$ cat src/rtl/hpop_pkg.sv
// hpop_pkg: types and constants of the HTTP POST object-id parser.
// No dependencies; imported by hpop_step and http_post_oid_parser.
package hpop_pkg;

    // Result event codes
    typedef enum logic [2:0] {
        EV_NONE   = 3'd0,
        EV_PLAY   = 3'd1,
        EV_REPLY  = 3'd2,
        EV_PREFIX = 3'd3,
        EV_BADNUM = 3'd4
    } t_event;

    // Parse phase: prefix characters, digit gathering, blank-line bytes
    typedef enum logic [3:0] {
        PH_PFX0   = 4'd0,
        PH_PFX1   = 4'd1,
        PH_PFX2   = 4'd2,
        PH_PFX3   = 4'd3,
        PH_PFX4   = 4'd4,
        PH_PFX5   = 4'd5,
        PH_DIGITS = 4'd6,
        PH_BLANK0 = 4'd7,
        PH_BLANK1 = 4'd8,
        PH_BLANK2 = 4'd9,
        PH_BLANK3 = 4'd10
    } t_phase;

    localparam int          PREFIX_LEN = 6;
    localparam int          BLANK_LEN  = 4;
    localparam logic [7:0]  CH_SPACE   = 8'h20;
    localparam logic [7:0]  CH_ZERO    = 8'h30;
    localparam logic [7:0]  CH_NINE    = 8'h39;

    // "POST /"
    localparam logic [7:0] PREFIX_LIT [PREFIX_LEN] =
        '{8'h50, 8'h4F, 8'h53, 8'h54, 8'h20, 8'h2F};
    // CR LF CR LF
    localparam logic [7:0] BLANK_LIT [BLANK_LEN] =
        '{8'h0D, 8'h0A, 8'h0D, 8'h0A};

endpackage

$ cat src/rtl/hpop_step.sv
// hpop_step: per-byte parse rule, purely combinational.
// Depends on hpop_pkg.
module hpop_step #(
    parameter int ID_WIDTH = 16
) (
    input  logic [7:0]          i_byte,
    input  hpop_pkg::t_phase    i_phase,
    input  logic [ID_WIDTH-1:0] i_acc,
    output hpop_pkg::t_phase    o_phase,
    output logic [ID_WIDTH-1:0] o_acc,
    output hpop_pkg::t_event    o_event,
    output logic [ID_WIDTH-1:0] o_oid
);
    import hpop_pkg::*;

    t_phase              w_ph;
    t_phase              w_ph_in;
    logic [1:0]          w_blank_off;
    logic [3:0]          w_digit;
    logic [ID_WIDTH+3:0] w_prod;
    logic                w_is_digit;

    // acc * 10 + digit, four guard bits for saturation
    assign w_digit    = 4'(i_byte - CH_ZERO);
    assign w_is_digit = (i_byte >= CH_ZERO) && (i_byte <= CH_NINE);
    assign w_prod     = ({4'b0, i_acc} << 3) + ({4'b0, i_acc} << 1)
                      + {{ID_WIDTH{1'b0}}, w_digit};

    // unreachable phases fold onto the first blank-line phase
    assign w_ph_in = (i_phase > PH_BLANK3) ? PH_BLANK0 : i_phase;

    always_comb begin
        w_ph        = w_ph_in;
        o_acc       = i_acc;
        o_event     = EV_NONE;
        o_oid       = '0;
        w_blank_off = 2'd0;

        if (w_ph < PH_DIGITS) begin
            if (i_byte == PREFIX_LIT[w_ph[2:0]]) begin
                w_ph = t_phase'(w_ph + 4'd1);
            end else begin
                o_event = EV_PREFIX;
                w_ph    = PH_BLANK0;
            end
        end else if (w_ph == PH_DIGITS) begin
            if (w_is_digit) begin
                o_acc = (|w_prod[ID_WIDTH+3:ID_WIDTH]) ? '1 : w_prod[ID_WIDTH-1:0];
            end else if (i_byte == CH_SPACE) begin
                o_event = EV_PLAY;
                o_oid   = i_acc;
                o_acc   = '0;
                w_ph    = PH_BLANK0;
            end else begin
                o_event = EV_BADNUM;
                o_acc   = '0;
                w_ph    = PH_BLANK0;
            end
        end

        // same byte is checked against the blank line once past the number
        if (w_ph >= PH_BLANK0) begin
            w_blank_off = 2'(w_ph - PH_BLANK0);
            if (i_byte == BLANK_LIT[w_blank_off]) begin
                if (w_ph == PH_BLANK3) begin
                    o_event = EV_REPLY;
                    w_ph    = PH_PFX0;
                end else begin
                    w_ph = t_phase'(w_ph + 4'd1);
                end
            end else begin
                w_ph = PH_BLANK0;
            end
        end

        o_phase = w_ph;
    end

endmodule

$ cat src/rtl/http_post_oid_parser.sv
// http_post_oid_parser: top level, input register, parse state, result register.
// Depends on hpop_pkg and hpop_step.
//
// Byte-serial parser for "POST /<decimal> ... CR LF CR LF".
// Receive channel: i_rx_valid / o_rx_ready carry one byte (i_rx_byte) per
// transfer. Result channel: o_res_valid / i_res_ready carry exactly one result
// per byte: o_event_res (none, play, reply, prefix mismatch, invalid number)
// and o_object_id, which holds the parsed number on a play event and zero
// otherwise.
// Path: a byte taken passes the input register, then the result
// register, before it shows on the result channel.
// Throughput: one byte per cycle while results are taken; the parse
// rule is a single combinational step between the two registers.
// Stall: while a result waits, the byte held in the input register stays
// there; o_rx_ready drops only when both registers are full and the
// receiver is not taking the result.
// Reset (synchronous, active low): both registers empty, phase back to the
// first prefix character, accumulator cleared.
module http_post_oid_parser #(
    parameter int ID_WIDTH = 16
) (
    input  logic                i_clk,
    input  logic                i_rst_n,
    input  logic                i_rx_valid,
    output logic                o_rx_ready,
    input  logic [7:0]          i_rx_byte,
    output logic                o_res_valid,
    input  logic                i_res_ready,
    output logic [2:0]          o_event_res,
    output logic [ID_WIDTH-1:0] o_object_id
);
    import hpop_pkg::*;

    // input register
    logic                r_s1_valid;
    logic [7:0]          r_s1_byte;

    // parse state
    t_phase              r_phase;
    logic [ID_WIDTH-1:0] r_acc;

    // result register
    logic                r_o_valid;
    t_event              r_o_event;
    logic [ID_WIDTH-1:0] r_o_oid;

    t_phase              n_phase;
    logic [ID_WIDTH-1:0] n_acc;
    t_event              w_event;
    logic [ID_WIDTH-1:0] w_oid;

    logic                w_out_free;
    logic                w_s1_move;

    // result register free, or emptying this cycle
    assign w_out_free = !r_o_valid || i_res_ready;
    // byte in the input register is parsed and its result registered
    assign w_s1_move  = r_s1_valid && w_out_free;
    assign o_rx_ready = !r_s1_valid || w_out_free;

    hpop_step #(
        .ID_WIDTH (ID_WIDTH)
    ) u_step (
        .i_byte  (r_s1_byte),
        .i_phase (r_phase),
        .i_acc   (r_acc),
        .o_phase (n_phase),
        .o_acc   (n_acc),
        .o_event (w_event),
        .o_oid   (w_oid)
    );

    // input register
    always_ff @(posedge i_clk) begin
        if (!i_rst_n) begin
            r_s1_valid <= 1'b0;
        end else if (o_rx_ready) begin
            r_s1_valid <= i_rx_valid;
        end
    end

    always_ff @(posedge i_clk) begin
        if (o_rx_ready && i_rx_valid) begin
            r_s1_byte <= i_rx_byte;
        end
    end

    // parse state advances once per parsed byte
    always_ff @(posedge i_clk) begin
        if (!i_rst_n) begin
            r_phase <= PH_PFX0;
            r_acc   <= '0;
        end else if (w_s1_move) begin
            r_phase <= n_phase;
            r_acc   <= n_acc;
        end
    end

    // result register
    always_ff @(posedge i_clk) begin
        if (!i_rst_n) begin
            r_o_valid <= 1'b0;
        end else if (w_out_free) begin
            r_o_valid <= r_s1_valid;
        end
    end

    always_ff @(posedge i_clk) begin
        if (w_s1_move) begin
            r_o_event <= w_event;
            r_o_oid   <= w_oid;
        end
    end

    assign o_res_valid = r_o_valid;
    assign o_event_res = r_o_event;
    assign o_object_id = r_o_oid;

`ifndef ASSERT_OFF
    // accumulator is only ever non-zero while digits are being gathered
    a_acc_idle_zero: assert property (@(posedge i_clk) disable iff (!i_rst_n)
        r_phase != PH_DIGITS |-> r_acc == '0)
        else $error("accumulator non-zero outside digit phase");

    // object id is zero on every event other than play
    a_oid_zero: assert property (@(posedge i_clk) disable iff (!i_rst_n)
        (r_o_valid && r_o_event != EV_PLAY) |-> r_o_oid == '0)
        else $error("object id set on non-play event");

    // a reply restarts parsing at the prefix
    a_reply_restart: assert property (@(posedge i_clk) disable iff (!i_rst_n)
        (w_s1_move && w_event == EV_REPLY) |=> r_phase == PH_PFX0)
        else $error("reply did not restart prefix match");

    // back-pressure only when both registers are full and the result stalls
    a_ready_low: assert property (@(posedge i_clk) disable iff (!i_rst_n)
        !o_rx_ready |-> (r_s1_valid && r_o_valid && !i_res_ready))
        else $error("receive ready dropped without a stall");
`endif

endmodule
$ cat config.mk
export PLATFORM = sky130hd
export DESIGN_NAME = http_post_oid_parser
export DESIGN_NICKNAME = d
export VERILOG_FILES = /design/src/rtl/hpop_pkg.sv /design/src/rtl/hpop_step.sv /design/src/rtl/http_post_oid_parser.sv
export SDC_FILE = /design/constraint.sdc
export NUM_CORES = 1
export LEC_CHECK = 0
export BUFFER_PORTS_ARGS = -buffer_cell sky130_fd_sc_hd__buf_2
export CORE_ASPECT_RATIO = 0.75
export CORE_MARGIN = 5
export CORE_UTILIZATION = 43
export DETAILED_ROUTE_END_ITERATION = 6
export HOLD_SLACK_MARGIN = 0.12
export PLACE_DENSITY = 0.64
export REMOVE_ABC_BUFFERS = 1
export SYNTH_ARGS = -nofsm -noshare
export SYNTH_HDL_FRONTEND = slang
export SYNTH_SLANG_ARGS = --single-unit
export TNS_END_PERCENT = 10
$ cat constraint.sdc
create_clock -name i_clk -period 10.6 [get_ports i_clk]
set_clock_uncertainty 0.15 [all_clocks]
set_input_delay 0.53 -clock i_clk [delete_from_list [all_inputs] [get_ports i_clk]]
set_output_delay 0.53 -clock i_clk [all_outputs]
set_load 0.02 [all_outputs]
==> results.sh <==
export IMPL_gp_congestion=0.912
export IMPL_synthMuxAreaShare_pct=0.965
export IMPL_hold_violations=0
export IMPL_synth_edf_count=27
export IMPL_area_growth_pct=10.9
export IMPL_hp_class="in2reg"
export IMPL_worst_pin_slew_ns=0.923
export IMPL_final_cells=469
export IMPL_mostFrequentLayoutCells="35 x ha_1, 34 x nand2_1, 32 x buf_2"
export IMPL_r2r_start="r_phase[2]$_SDFFE_PN0P_"
export IMPL_vias=2593
export IMPL_grt_pass1_wl_um=11800
export IMPL_drt_first_pass_iters=5
export IMPL_cts_resized=0
export IMPL_synthFlopType="edfxtp_1"
export IMPL_grt_start_max_net_pins=23
export IMPL_clkSinkCount=49
export IMPL_dp_cells=461
export IMPL_finalNetCount=416
export IMPL_n_antenna_cell=0
export IMPL_synth_distinct_cells=53
export IMPL_wire_per_inst_um=15.2
export IMPL_peakVddDrop_v=0.0000499
export IMPL_postSynthCellCount=339
export IMPL_synthArstFlopShare_pct=0
export IMPL_crit_required_ns=10.67
export IMPL_grt_antenna_before_repair=0
export IMPL_cts_root_buf="clkbuf_8"
export IMPL_min_period_ns=3.92
export IMPL_worstPathMaxFanout=21
export IMPL_final_common_cell="ha_1"
export IMPL_yosys_warnings=0
export IMPL_dpl_hpwl_um=5240
export IMPL_max_freq_mhz=255
export IMPL_grt_usage_pct=15.8
export IMPL_hold_buffers=0
export IMPL_die_x_um=110
export IMPL_core_rowCount=27
export IMPL_clockBufferDepth=2
export IMPL_fin_setup_tns_ns=0
export IMPL_viasPerCell=5.53
export IMPL_placed_area_um2=3480
export IMPL_synth_xor_area_share_pct=3.78
export IMPL_synth_adder_area_share_pct=14.7
export IMPL_die_area_um2=9390
export IMPL_multi_input_area_um2=1900
export IMPL_clkTransAtPathRegs_ns=0.10
export IMPL_synth_top_family_by_area="compound AO/OA/AOI/OAI gates"
export IMPL_drv_slew=0
export IMPL_r2r_cells=16
export IMPL_clock_latency_ns=0.31
export IMPL_r2r_slack_ns=6.68
export IMPL_finalSetupViolations=0
export IMPL_drt_initial_drc_count=154
export IMPL_pin_count=33
export IMPL_arrival_ns=3.99
export IMPL_ys_seq_area_share_pct=38.6
export IMPL_cts_tree="built"
export IMPL_slew_headroom_pct=38.2
export IMPL_setup_worst_path_start="r_phase[2]$_SDFFE_PN0P_"
export IMPL_leakage_nw=1.63
export IMPL_fin_util_pct=49.0
export IMPL_fillers=680
export IMPL_syn_area_per_cell_um2=9.56
export IMPL_grt_pass1_vias=2432
export IMPL_rr_endpoint="r_phase[3]$_SDFFE_PN0P_"
export IMPL_synth_area_um2=3240
export IMPL_routed_wl_um=7120
export IMPL_postRouteAntennaNets=0
export IMPL_grt_ovfl_total=0
export IMPL_outcome="finished clean"
export IMPL_start_kind="flop"
export IMPL_rsz0062_at_grt="false"
export IMPL_fin_area_um2=3590
export IMPL_die_h_um=85.2
export IMPL_layout_drive_gt1_share_pct=12.8
export IMPL_synth_top_cell_area_share_pct=25.0
export IMPL_synth_compound_area_share_pct=21.1
export IMPL_worstSetupPathType="reg2reg"
export IMPL_drcViolationCount=0
export IMPL_finalPower_w=0.000379
export IMPL_synthSimpleGateAreaFrac_pct=17.9
export IMPL_yosys_top_cells_area="edfxtp_1 25%, dfxtp_1 14%, ha_1 14%"
export IMPL_power_density_nw_per_um2=106
export IMPL_endpoint="r_phase[3]$_SDFFE_PN0P_"
export IMPL_cts_buffers=5
export IMPL_cp_end_kind="flop"
export IMPL_core_area_um2=7330
export IMPL_maxCapViolCount=0
export IMPL_ys_ff_latch=49
export IMPL_layout_worst_path_cycle_share_pct=37.0
export IMPL_port_buffers=32
export IMPL_regArea_um2=1250
export IMPL_cts_setup_buffers=0
export IMPL_initial_core_util_pct=44.2
export IMPL_htreeDepth=2
export IMPL_yosysTopAreaCell="edfxtp_1"
[synthesized netlist by cell type (4+ instances only)]
cell / count
a211oi_1: 4
a21o_1: 9
a21oi_1: 19
a22oi_1: 17
and2_1: 17
buf_2: 5
clkbuf_1: 7
dfxtp_1: 22
edfxtp_1: 27
ha_1: 35
inv_1: 11
nand2_1: 34
nand2b_1: 4
nand3_1: 8
nand4_1: 5
nor2_1: 28
nor2b_1: 4
nor3_1: 6
o21ai_0: 18
xnor2_1: 9
xor2_1: 5
[metrics by stage]
stage	hold WS (ns)	setup WS (ns)
6_report	0.240	6.68
5_1_grt	0.220	6.37
4_1_cts	0.227	6.73
3_5_place_dp	0.356	6.79
3_3_place_gp	0.354	6.81
2_1_floorplan	0.335	7.21
[cell families (layout without fill, tap and decap cells)]
| family | after synthesis | count (layout) |
|---|---|---|
| buffers and inverters | 23 | 52 |
| flip-flops | 49 | 49 |
| XOR/XNOR | 14 | 14 |
| multiplexers | 3 | 3 |
| AND/OR/NAND/NOR | 118 | 118 |
| adder cells (fa/ha/maj) | 37 | 37 |
| AO/OA/AOI/OAI | 95 | 95 |
[per-layer routing]
| layer | share of wire (%) | vias to the layer above | global-route usage [%] |
|---|---|---|---|
| met5 | 0 | - | 0 |
| met4 | 0.74 | 0 | 3.80 |
| met3 | 6.5 | 7 | 3.95 |
| met2 | 39 | 72 | 21.3 |
| met1 | 54 | 1192 | 24.7 |
| li1 | - | 1322 | - |
[registers in the layout, indices dropped and copies added (netlist names)]
name	cells
o_res_valid	1
o_event_res	3
o_object_id	16
r_acc	16
r_s1_valid	1
r_phase	4
r_s1_byte	8
[worst min-delay path by stage]
stage	slack (ns)	to	start	cells after the start
2_1_floorplan	0.34	o_res_valid$_SDFFE_PN0P_	r_s1_valid$_SDFFE_PN0N_	1
3_3_place_gp	0.35	o_res_valid$_SDFFE_PN0P_	r_s1_valid$_SDFFE_PN0N_	1
3_5_place_dp	0.36	o_res_valid$_SDFFE_PN0P_	r_s1_valid$_SDFFE_PN0N_	1
4_1_cts	0.23	r_s1_byte[3]$_DFFE_PP_	i_rx_byte[3]	1
5_1_grt	0.22	r_s1_byte[0]$_DFFE_PP_	i_rx_byte[0]	1
6_report	0.24	r_s1_byte[4]$_DFFE_PP_	i_rx_byte[4]	1
[power breakdown]
| group | switching (W) | internal [W] |
|---|---|---|
| Sequential | 0.00000826 | 0.000206 |
| Combinational | 0.0000184 | 0.0000109 |
| Clock | 0.0000648 | 0.0000709 |
| Total | 0.0000914 | 0.000288 |
[cell type report]
| class | count | area share [%] |
|---|---|---|
| Clock inverter | 2 | 1.08 |
| Inverter | 11 | 1.15 |
| Sequential cell | 49 | 34.8 |
| Clock buffer | 6 | 2.02 |
| Tap cell | 101 | 3.52 |
| Multi-Input combinational cell | 267 | 52.8 |
| Timing Repair Buffer | 33 | 4.66 |
[critical path, cell delays in order (launching register included)]
cell	delay [ns]
dfxtp_1	0.78
a21oi_1	0.19
ha_1	0.40
and3b_1	0.23
a21oi_1	0.04
o211ai_1	0.22
o311ai_2	0.23
nor2_1	0.21
a21oi_1	0.09
o22ai_1	0.21
inv_1	0.10
ha_1	0.24
inv_1	0.08
o21ai_0	0.08
a221oi_1	0.31
nand3_1	0.10
o21ai_0	0.17
Note: power is estimated with default switching activity, not from simulation.
